`config.mk`:
```
export PLATFORM = sky130hd
export DESIGN_NAME = audio_channel_router
export DESIGN_NICKNAME = d
export VERILOG_FILES = /design/src/sv/acr_pkg.sv /design/src/sv/acr_ram.sv /design/src/sv/acr_front.sv /design/src/sv/acr_queue.sv /design/src/sv/acr_back.sv /design/src/sv/audio_channel_router.sv
export VERILOG_INCLUDE_DIRS = /design/src /design/src/sv
export SDC_FILE = /design/constraint.sdc
export NUM_CORES = 2
export LEC_CHECK = 0
export ABC_CLOCK_PERIOD_IN_PS = 7300
export BUFFER_PORTS_ARGS = -buffer_cell sky130_fd_sc_hd__buf_2
export CAP_MARGIN = 10
export CORE_MARGIN = 2
export CORE_UTILIZATION = 37
export DETAILED_ROUTE_END_ITERATION = 12
export SLEW_MARGIN = 40
export SYNTH_ARGS = -nofsm -noshare
export SYNTH_HDL_FRONTEND = slang
export SYNTH_HIERARCHICAL = 1
export SYNTH_SLANG_ARGS = --single-unit
```
`constraint.sdc`:
```
create_clock -name clock -period 7.3 [get_ports clock]
set_clock_uncertainty 0.15 [all_clocks]
set_input_delay 0.73 -clock clock [delete_from_list [all_inputs] [get_ports clock]]
set_output_delay 0.73 -clock clock [all_outputs]
set_load 0.1 [all_outputs]
```
`src/sv/audio_channel_router_macros.svh`:
```
`ifndef AUDIO_CHANNEL_ROUTER_MACROS_SVH
`define AUDIO_CHANNEL_ROUTER_MACROS_SVH

// Concurrent assertion helpers, compiled out for synthesis.

`ifndef SYNTHESIS
`define ACR_ASSERT_IMP(label, clk, rst, ante, cons) \
   label: assert property (@(posedge clk) disable iff (rst) (ante) |-> (cons)) \
      else $error("%m: assertion failed");
`define ACR_ASSERT_NEXT(label, clk, rst, ante, cons) \
   label: assert property (@(posedge clk) disable iff (rst) (ante) |=> (cons)) \
      else $error("%m: assertion failed");
`else
`define ACR_ASSERT_IMP(label, clk, rst, ante, cons)
`define ACR_ASSERT_NEXT(label, clk, rst, ante, cons)
`endif

`endif

```
`src/sv/acr_pkg.sv`:
```
`default_nettype none

package acr_pkg;

   localparam int CHAN_SLOTS   = 8;
   localparam int CHAN_W       = 3;
   localparam int SAMPLE_W     = 64;
   localparam int CFG_W        = 4;
   localparam int ROUTE_W      = 48;
   localparam int PAIR_W       = 6;
   localparam int MAX_CHANNELS = 8;
   localparam int BANK_W       = 1;
   localparam int BANK_COUNT   = 2 ** BANK_W;
   localparam int RAM_DEPTH    = BANK_COUNT * CHAN_SLOTS;
   localparam int RAM_ADDR_W   = BANK_W + CHAN_W;
   localparam int QPTR_W       = 1;
   localparam int QUEUE_DEPTH  = 2 ** QPTR_W;
   localparam int CSR_INDEX_W  = 3;
   localparam int CSR_DATA_W   = ROUTE_W;

   localparam logic [CSR_INDEX_W-1:0] REG_IN_CHANNELS  = 3'd0;
   localparam logic [CSR_INDEX_W-1:0] REG_OUT_CHANNELS = 3'd1;
   localparam logic [CSR_INDEX_W-1:0] REG_ROUTE_COUNT  = 3'd2;
   localparam logic [CSR_INDEX_W-1:0] REG_ROUTE_TABLE  = 3'd3;
   localparam logic [CSR_INDEX_W-1:0] REG_SAMPLE_BYTES = 3'd4;

   localparam logic [CFG_W-1:0]   RESET_IN_CHANNELS  = 4'd2;
   localparam logic [CFG_W-1:0]   RESET_OUT_CHANNELS = 4'd2;
   localparam logic [CFG_W-1:0]   RESET_ROUTE_COUNT  = 4'd2;
   localparam logic [ROUTE_W-1:0] RESET_ROUTE_TABLE  = 48'd3072;
   localparam logic [CFG_W-1:0]   RESET_SAMPLE_BYTES = 4'd2;

   typedef struct packed {
      logic [CFG_W-1:0]   in_channels;
      logic [CFG_W-1:0]   out_channels;
      logic [CFG_W-1:0]   route_count;
      logic [ROUTE_W-1:0] route_table;
      logic [CFG_W-1:0]   sample_bytes;
   } cfg_type;

   typedef struct packed {
      logic [BANK_W-1:0]                  bank;
      logic [CHAN_W-1:0]                  last_chan;
      logic [CFG_W-1:0]                   sample_bytes;
      logic [CHAN_SLOTS-1:0][CHAN_W-1:0]  src;
      logic [CHAN_SLOTS-1:0]              hit;
   } cmd_type;

   typedef struct packed {
      logic              valid;
      logic [BANK_W-1:0] bank;
   } rel_type;

   function automatic logic [CFG_W-1:0] clamp_channels(input logic [CFG_W-1:0] v);
      logic [CFG_W-1:0] r;
      if (v == '0) begin
         r = CFG_W'(1);
      end else if (v > CFG_W'(MAX_CHANNELS)) begin
         r = CFG_W'(MAX_CHANNELS);
      end else begin
         r = v;
      end
      return r;
   endfunction

   function automatic logic sample_size_ok(input logic [CFG_W-1:0] b);
      return (b == 4'd1) || (b == 4'd2) || (b == 4'd3) || (b == 4'd4) || (b == 4'd8);
   endfunction

   function automatic logic [SAMPLE_W-1:0] sample_mask(input logic [CFG_W-1:0] b);
      logic [SAMPLE_W-1:0] m;
      unique case (b)
         4'd1: m = 64'h0000_0000_0000_00FF;
         4'd2: m = 64'h0000_0000_0000_FFFF;
         4'd3: m = 64'h0000_0000_00FF_FFFF;
         4'd4: m = 64'h0000_0000_FFFF_FFFF;
         4'd8: m = 64'hFFFF_FFFF_FFFF_FFFF;
         default: m = '0;
      endcase
      return m;
   endfunction

endpackage

`default_nettype wire

```
`src/sv/acr_ram.sv`:
```
`default_nettype none

module acr_ram #(
   parameter int WIDTH = 64,
   parameter int DEPTH = 16
) (
   input  wire logic                     clock,
   input  wire logic                     wr_en,
   input  wire logic [$clog2(DEPTH)-1:0] wr_addr,
   input  wire logic [WIDTH-1:0]         wr_data,
   input  wire logic                     rd_en,
   input  wire logic [$clog2(DEPTH)-1:0] rd_addr,
   output logic      [WIDTH-1:0]         rd_data
);

   logic [WIDTH-1:0] mem_ff [DEPTH];
   logic [WIDTH-1:0] rd_data_ff;

   always_ff @(posedge clock) begin
      if (wr_en) begin
         mem_ff[wr_addr] <= wr_data;
      end
      if (rd_en) begin
         rd_data_ff <= mem_ff[rd_addr];
      end
   end

   assign rd_data = rd_data_ff;

endmodule

`default_nettype wire

```
`src/sv/acr_front.sv`:
```
`default_nettype none

module acr_front (
   input  wire logic                          clock,
   input  wire logic                          reset,
   input  wire acr_pkg::cfg_type              cfg,
   input  wire logic                          req_valid,
   output logic                               req_ready,
   input  wire logic [acr_pkg::SAMPLE_W-1:0]  req_sample_in,
   input  wire acr_pkg::rel_type              rel,
   output logic                               ram_we,
   output logic      [acr_pkg::RAM_ADDR_W-1:0] ram_waddr,
   output logic      [acr_pkg::SAMPLE_W-1:0]  ram_wdata,
   output logic                               q_push,
   output acr_pkg::cmd_type                   q_cmd
);

   import acr_pkg::*;

   logic [CHAN_W-1:0]     fill_ff, fill_in;
   logic [BANK_W-1:0]     bank_ff, bank_in;
   logic [BANK_COUNT-1:0] busy_ff, busy_in;

   logic [CFG_W-1:0] nin, nout;
   logic             accept, complete, routes_ok, size_ok;
   logic [CHAN_SLOTS-1:0][CHAN_W-1:0] sel;
   logic [CHAN_SLOTS-1:0]             found;

   assign nin       = clamp_channels(cfg.in_channels);
   assign nout      = clamp_channels(cfg.out_channels);
   assign req_ready = !busy_ff[bank_ff];
   assign accept    = req_valid && req_ready;
   assign complete  = ({1'b0, fill_ff} + CFG_W'(1)) >= nin;
   assign size_ok   = sample_size_ok(cfg.sample_bytes);

   always_comb begin
      logic [CHAN_W-1:0] src_i, dst_i;
      routes_ok = (cfg.route_count >= CFG_W'(1)) && (cfg.route_count <= CFG_W'(MAX_CHANNELS));
      for (int i = 0; i < CHAN_SLOTS; i++) begin
         src_i = cfg.route_table[PAIR_W*i +: CHAN_W];
         dst_i = cfg.route_table[PAIR_W*i+CHAN_W +: CHAN_W];
         if ((CFG_W'(i) < cfg.route_count) &&
             (({1'b0, src_i} >= nin) || ({1'b0, dst_i} >= nout))) begin
            routes_ok = 1'b0;
         end
      end
   end

   // The last matching pair in table order wins for each output channel.
   always_comb begin
      logic [CHAN_W-1:0] src_i, dst_i;
      for (int c = 0; c < CHAN_SLOTS; c++) begin
         found[c] = 1'b0;
         sel[c]   = '0;
         for (int i = 0; i < CHAN_SLOTS; i++) begin
            src_i = cfg.route_table[PAIR_W*i +: CHAN_W];
            dst_i = cfg.route_table[PAIR_W*i+CHAN_W +: CHAN_W];
            if ((CFG_W'(i) < cfg.route_count) && (dst_i == CHAN_W'(c))) begin
               found[c] = 1'b1;
               sel[c]   = src_i;
            end
         end
      end
   end

   always_comb begin
      q_cmd.bank         = bank_ff;
      q_cmd.last_chan    = CHAN_W'(nout - CFG_W'(1));
      q_cmd.sample_bytes = cfg.sample_bytes;
      q_cmd.src          = sel;
      q_cmd.hit          = found & {CHAN_SLOTS{size_ok && routes_ok}};
   end

   assign q_push    = accept && complete;
   assign ram_we    = accept;
   assign ram_waddr = {bank_ff, fill_ff};
   assign ram_wdata = req_sample_in;

   always_comb begin
      fill_in = fill_ff;
      bank_in = bank_ff;
      busy_in = busy_ff;
      if (rel.valid) begin
         busy_in[rel.bank] = 1'b0;
      end
      if (accept) begin
         if (complete) begin
            fill_in          = '0;
            bank_in          = bank_ff + BANK_W'(1);
            busy_in[bank_ff] = 1'b1;
         end else begin
            fill_in = fill_ff + CHAN_W'(1);
         end
      end
   end

   always_ff @(posedge clock) begin
      if (reset) begin
         fill_ff <= '0;
         bank_ff <= '0;
         busy_ff <= '0;
      end else begin
         fill_ff <= fill_in;
         bank_ff <= bank_in;
         busy_ff <= busy_in;
      end
   end

endmodule

`default_nettype wire

```
`src/sv/acr_queue.sv`:
```
`default_nettype none

module acr_queue (
   input  wire logic             clock,
   input  wire logic             reset,
   input  wire logic             push,
   input  wire acr_pkg::cmd_type push_cmd,
   input  wire logic             pop,
   output logic                  head_valid,
   output acr_pkg::cmd_type      head_cmd,
   output logic                  full
);

   import acr_pkg::*;

   cmd_type           entries_ff [QUEUE_DEPTH];
   logic [QPTR_W-1:0] wr_ptr_ff, wr_ptr_in;
   logic [QPTR_W-1:0] rd_ptr_ff, rd_ptr_in;
   logic [QPTR_W:0]   count_ff, count_in;

   assign head_valid = (count_ff != '0);
   assign full       = (count_ff == (QPTR_W+1)'(QUEUE_DEPTH));
   assign head_cmd   = entries_ff[rd_ptr_ff];

   always_comb begin
      wr_ptr_in = wr_ptr_ff;
      rd_ptr_in = rd_ptr_ff;
      count_in  = count_ff;
      if (push) begin
         wr_ptr_in = wr_ptr_ff + QPTR_W'(1);
      end
      if (pop) begin
         rd_ptr_in = rd_ptr_ff + QPTR_W'(1);
      end
      if (push && !pop) begin
         count_in = count_ff + (QPTR_W+1)'(1);
      end else if (pop && !push) begin
         count_in = count_ff - (QPTR_W+1)'(1);
      end
   end

   always_ff @(posedge clock) begin
      if (push) begin
         entries_ff[wr_ptr_ff] <= push_cmd;
      end
   end

   always_ff @(posedge clock) begin
      if (reset) begin
         wr_ptr_ff <= '0;
         rd_ptr_ff <= '0;
         count_ff  <= '0;
      end else begin
         wr_ptr_ff <= wr_ptr_in;
         rd_ptr_ff <= rd_ptr_in;
         count_ff  <= count_in;
      end
   end

endmodule

`default_nettype wire

```
`src/sv/acr_back.sv`:
```
`default_nettype none

module acr_back (
   input  wire logic                           clock,
   input  wire logic                           reset,
   input  wire logic                           head_valid,
   input  wire acr_pkg::cmd_type               head_cmd,
   output logic                                pop,
   output acr_pkg::rel_type                    rel,
   output logic                                ram_re,
   output logic      [acr_pkg::RAM_ADDR_W-1:0] ram_raddr,
   input  wire logic [acr_pkg::SAMPLE_W-1:0]   ram_rdata,
   output logic                                rsp_valid,
   input  wire logic                           rsp_ready,
   output logic      [acr_pkg::SAMPLE_W-1:0]   rsp_sample_out,
   output logic      [acr_pkg::CHAN_W-1:0]     rsp_channel_index,
   output logic                                rsp_frame_last
);

   import acr_pkg::*;

   logic [CHAN_W-1:0] ch_ff, ch_in;

   logic              s1_valid_ff, s1_valid_in;
   logic [CHAN_W-1:0] s1_chan_ff;
   logic              s1_last_ff;
   logic              s1_hit_ff;
   logic [CFG_W-1:0]  s1_bytes_ff;

   logic                out_valid_ff, out_valid_in;
   logic [SAMPLE_W-1:0] out_sample_ff, out_sample_in;
   logic [CHAN_W-1:0]   out_chan_ff;
   logic                out_last_ff;

   logic issue, advance, s1_free, last_issue;

   assign advance    = s1_valid_ff && (!out_valid_ff || rsp_ready);
   assign s1_free    = !s1_valid_ff || advance;
   assign issue      = head_valid && s1_free;
   assign last_issue = issue && (ch_ff == head_cmd.last_chan);

   assign ram_re    = issue;
   assign ram_raddr = {head_cmd.bank, head_cmd.src[ch_ff]};
   assign pop       = last_issue;

   always_comb begin
      rel.valid = last_issue;
      rel.bank  = head_cmd.bank;
   end

   always_comb begin
      ch_in = ch_ff;
      if (last_issue) begin
         ch_in = '0;
      end else if (issue) begin
         ch_in = ch_ff + CHAN_W'(1);
      end
   end

   always_comb begin
      s1_valid_in = s1_valid_ff;
      if (issue) begin
         s1_valid_in = 1'b1;
      end else if (advance) begin
         s1_valid_in = 1'b0;
      end
   end

   always_comb begin
      out_valid_in = out_valid_ff;
      if (advance) begin
         out_valid_in = 1'b1;
      end else if (rsp_ready) begin
         out_valid_in = 1'b0;
      end
   end

   assign out_sample_in = s1_hit_ff ? (ram_rdata & sample_mask(s1_bytes_ff)) : '0;

   always_ff @(posedge clock) begin
      if (issue) begin
         s1_chan_ff  <= ch_ff;
         s1_last_ff  <= (ch_ff == head_cmd.last_chan);
         s1_hit_ff   <= head_cmd.hit[ch_ff];
         s1_bytes_ff <= head_cmd.sample_bytes;
      end
      if (advance) begin
         out_sample_ff <= out_sample_in;
         out_chan_ff   <= s1_chan_ff;
         out_last_ff   <= s1_last_ff;
      end
   end

   always_ff @(posedge clock) begin
      if (reset) begin
         ch_ff        <= '0;
         s1_valid_ff  <= 1'b0;
         out_valid_ff <= 1'b0;
      end else begin
         ch_ff        <= ch_in;
         s1_valid_ff  <= s1_valid_in;
         out_valid_ff <= out_valid_in;
      end
   end

   assign rsp_valid         = out_valid_ff;
   assign rsp_sample_out    = out_sample_ff;
   assign rsp_channel_index = out_chan_ff;
   assign rsp_frame_last    = out_last_ff;

endmodule

`default_nettype wire

```
`src/sv/audio_channel_router.sv`:
```
// Audio channel router: gathers interleaved samples into frames and emits a
// remapped output frame per input frame.
// Input channel (req_): one sample per transaction; its channel is its place
// in the frame. Up to one transaction per cycle is taken.
// Output channel (rsp_): after the transaction that completes a frame, the
// output frame appears as one transaction per output channel, channel 0
// first, with rsp_frame_last on the last one. The first output transaction
// passes through the command queue, the sample RAM read and the output register,
// and the rest follow at one per cycle while the receiver takes them.
// Each frame is held in one of two banks of the sample RAM; a two-entry
// command queue links the gathering side to the output side. Input stalls
// only when both banks hold frames not yet fully read out, so a stalled
// receiver back-pressures the input after about two frames.
// Configuration (csr_): one register write per cycle with csr_we; writes
// must be made while the block is idle; the block itself does not enforce this.
// Reset: synchronous, active high; clears the frame position, the queue and
// the output register, and loads the default registers. The sample RAM is
// not cleared.

`default_nettype none

`include "audio_channel_router_macros.svh"

module audio_channel_router (
   input  wire logic                            clock,
   input  wire logic                            reset,
   input  wire logic                            req_valid,
   output logic                                 req_ready,
   input  wire logic [acr_pkg::SAMPLE_W-1:0]    req_sample_in,
   output logic                                 rsp_valid,
   input  wire logic                            rsp_ready,
   output logic      [acr_pkg::SAMPLE_W-1:0]    rsp_sample_out,
   output logic      [acr_pkg::CHAN_W-1:0]      rsp_channel_index,
   output logic                                 rsp_frame_last,
   input  wire logic                            csr_we,
   input  wire logic [acr_pkg::CSR_INDEX_W-1:0] csr_index,
   input  wire logic [acr_pkg::CSR_DATA_W-1:0]  csr_wdata
);

   import acr_pkg::*;

   cfg_type cfg_ff, cfg_in;

   rel_type                rel;
   logic                   ram_we, ram_re;
   logic [RAM_ADDR_W-1:0]  ram_waddr, ram_raddr;
   logic [SAMPLE_W-1:0]    ram_wdata, ram_rdata;
   logic                   q_push, q_pop, q_head_valid, q_full;
   cmd_type                q_push_cmd, q_head_cmd;

   always_comb begin
      cfg_in = cfg_ff;
      if (csr_we) begin
         unique case (csr_index)
            REG_IN_CHANNELS:  cfg_in.in_channels  = csr_wdata[CFG_W-1:0];
            REG_OUT_CHANNELS: cfg_in.out_channels = csr_wdata[CFG_W-1:0];
            REG_ROUTE_COUNT:  cfg_in.route_count  = csr_wdata[CFG_W-1:0];
            REG_ROUTE_TABLE:  cfg_in.route_table  = csr_wdata[ROUTE_W-1:0];
            REG_SAMPLE_BYTES: cfg_in.sample_bytes = csr_wdata[CFG_W-1:0];
            default: ;
         endcase
      end
   end

   always_ff @(posedge clock) begin
      if (reset) begin
         cfg_ff.in_channels  <= RESET_IN_CHANNELS;
         cfg_ff.out_channels <= RESET_OUT_CHANNELS;
         cfg_ff.route_count  <= RESET_ROUTE_COUNT;
         cfg_ff.route_table  <= RESET_ROUTE_TABLE;
         cfg_ff.sample_bytes <= RESET_SAMPLE_BYTES;
      end else begin
         cfg_ff <= cfg_in;
      end
   end

   acr_front u_front (
      .clock         (clock),
      .reset         (reset),
      .cfg           (cfg_ff),
      .req_valid     (req_valid),
      .req_ready     (req_ready),
      .req_sample_in (req_sample_in),
      .rel           (rel),
      .ram_we        (ram_we),
      .ram_waddr     (ram_waddr),
      .ram_wdata     (ram_wdata),
      .q_push        (q_push),
      .q_cmd         (q_push_cmd)
   );

   acr_queue u_queue (
      .clock      (clock),
      .reset      (reset),
      .push       (q_push),
      .push_cmd   (q_push_cmd),
      .pop        (q_pop),
      .head_valid (q_head_valid),
      .head_cmd   (q_head_cmd),
      .full       (q_full)
   );

   acr_ram #(
      .WIDTH (SAMPLE_W),
      .DEPTH (RAM_DEPTH)
   ) u_frame_ram (
      .clock   (clock),
      .wr_en   (ram_we),
      .wr_addr (ram_waddr),
      .wr_data (ram_wdata),
      .rd_en   (ram_re),
      .rd_addr (ram_raddr),
      .rd_data (ram_rdata)
   );

   acr_back u_back (
      .clock             (clock),
      .reset             (reset),
      .head_valid        (q_head_valid),
      .head_cmd          (q_head_cmd),
      .pop               (q_pop),
      .rel               (rel),
      .ram_re            (ram_re),
      .ram_raddr         (ram_raddr),
      .ram_rdata         (ram_rdata),
      .rsp_valid         (rsp_valid),
      .rsp_ready         (rsp_ready),
      .rsp_sample_out    (rsp_sample_out),
      .rsp_channel_index (rsp_channel_index),
      .rsp_frame_last    (rsp_frame_last)
   );

   `ACR_ASSERT_IMP(a_push_has_room, clock, reset, q_push, !q_full)
   `ACR_ASSERT_IMP(a_pop_has_entry, clock, reset, q_pop, q_head_valid)
   `ACR_ASSERT_IMP(a_full_stalls_input, clock, reset, q_full, !req_ready)
   `ACR_ASSERT_IMP(a_release_other_bank, clock, reset, rel.valid && q_push, rel.bank != q_push_cmd.bank)
   `ACR_ASSERT_NEXT(a_push_lands, clock, reset, q_push, q_head_valid)

endmodule

`default_nettype wire

```
==> impl_metrics.toml <==
[place]
place_inst = 4956
post_dp_cell_area_sq_um = 57400
dpl.hpwl_mm = 78.4
io_buffers = 189
routabilityCongestion = 0.910

[setup_path]
startpoint_type = "register"
criticalPathCategory = "register to register"
path_max_fanout = 72
critPathRequiredTime_ps = 7670
setup.worst_path.end_class = "register"
crit_arrival_ps = 4330

[routing]
drcViolationCount = 0
wirelength_met1_mm = 61.0
wirelength_mm = 139
met2_length_mm = 64.7
wl_per_cell_um = 26.6
first_pass_iters = 6
drt_iter0_drc = 2969
ant_nets = 0
top_layer_used = "met5"
viasPerCell = 5.53
wl_met3_mm = 9.85
num_vias = 28800

[cts]
clock-root-buffer = "clkbuf_16"
clock_path_buffers = 3
htreeDepth = 4
clock_sinks = 1325
clk_pin_slew_ps = 60
numCtsBuffers = 141
cts_tree = "built"
post_cts_resized = 0
post-cts-setup-buffers = 0
cts_hold_buf = 0
worstSkewPairLatency_ps = 780

[grt]
grt_max_degree = 131
antenna_found_initial = 25
grt_pass1_vias = 28900
grt.overflow.total = 0
grt_use_total_pct = 18.4
grt_pass1_wl_mm = 202

[sta]
final_max_slew_viol_count = 0
finalSetupViolations = 0
final_hold_viol_count = 0
worstMarginPinSlew_ps = 865
slew_headroom_pct = 42.2
period_needed_ps = 3950
setup_tns_ps = 0
grt_setup_unrepaired = "no"
period_share_pct = 54.2
fmaxAchievable_mhz = 253

[pwr]
p_total_mw = 21.8
ir_worst_vdd_uv = 250
combPwrFrac_pct = 24.3
p_leak_nw = 20.2
powerDensity_nw_per_um2 = 351
switchingPower_mw = 6.59
power.internal_mw = 15.2
switching_share_pct = 30.2
clkPwrFrac_pct = 31.7
p_seq_share_pct = 44.0

[synthesis]
syn_inst = 3005
yosys_warnings = 6
avgSynthCellArea_sq_um = 18.1
syn_area_sq_um = 54500
synth_nets = 3181

[floorplanning]
io_pins = 190
die_h_um = 388
initial_core_util_pct = 37.3
die_w_um = 388
die_area_sq_um = 150000
core-area_sq_um = 146000
rows = 140

[cells_and_area]
fin_area_sq_um = 62000
drive_gt1_share_pct = 25.3
final_cell_count_no_fill = 5219
layout_common_cells = "edfxtp_1 (1,245), mux4_2 (264), buf_2 (188)"
syn2layout_area_growth_pct = 13.9
final_common_cell = "edfxtp_1"
finalNetCount = 3359

[min_path]
hp-class = "primary input to register"

[run_status]
status = "complete, no violations"

[run]
drv_cap = 0
[layout make-up]
| class | instances | area [sq um] |
|---|---|---|
| Multi-Input combinational cell | 1426 | 14200 |
| Fill cell | 12800 | 83900 |
| Tap cell | 1917 | 2400 |
| Clock inverter | 80 | 792 |
| Antenna cell | 1 | 2.50 |
| Timing Repair Buffer | 257 | 1730 |
| Inverter | 32 | 125 |
| Clock buffer | 181 | 3740 |
| Sequential cell | 1325 | 39000 |
[registers in the layout, summed over array words and instances, names as in the netlist, 2 cells and up, named ones only]
name	count
u_frame_ram/mem_ff	1024
u_queue/entries_ff	80
cfg_ff	64
u_back/rsp_sample_out	64
u_frame_ram/rd_data	64
u_back/s1_bytes_ff	4
u_back/ch_ff	3
u_back/rsp_channel_index	3
u_back/s1_chan_ff	3
u_front/fill_ff	3
u_front/busy_ff	2
u_queue/count_ff	2
[per-stage QoR]
step	hold WS [ps]	utilization, %	setup WS (ps)
5_1_grt	51.3	42.5	3160
3_3_place_gp	254	39.2	2910
2_1_floorplan	250	-	918
4_1_cts	15.5	42.5	3350
6_report	77.9	42.5	3350
3_5_place_dp	274	39.4	3380
[per-layer routing]
| metal | vias to the layer above | global-route usage (%) |
|---|---|---|
| met2 | 1103 | 29.0 |
| met4 | 22 | 4.82 |
| met3 | 235 | 3.67 |
| met5 | - | 0 |
| met1 | 15100 | 26.0 |
| li1 | 12400 | - |
[worst paths after layout]
check,from,endpoint,slack (ps),cells after the start
worst max-delay path,register,u_frame_ram/rd_data[48]$_DFFE_PP_,3350,9
worst min-delay path,csr_wdata[14],cfg_ff[18]$_SDFFE_PP0P_,80,3
worst min register to register,u_back/s1_last_ff$_DFFE_PP_,u_back/rsp_frame_last$_DFFE_PP_,280,0
worst max register to register,register,u_frame_ram/rd_data[48]$_DFFE_PP_,3350,9
[critical path, cell delays in order (launching register included)]
cell,delay (ps)
dfxtp_2,310
buf_4,440
mux2_2,410
mux4_2,480
mux2_8,340
buf_16,180
buf_12,300
mux4_2,530
a22oi_1,250
nand2_1,100
[power by group through the flow]
stage	combinational [mW]	sequential [mW]	clock, mW
after floorplan	3.36	10.2	0
after global placement	5.26	9.74	0
after detailed placement	5.36	9.75	0
after CTS	5.38	9.60	7.09
after global routing	5.67	9.65	7.35
final	5.29	9.58	6.91
No activity file was read; power rests on OpenSTA's default activity.
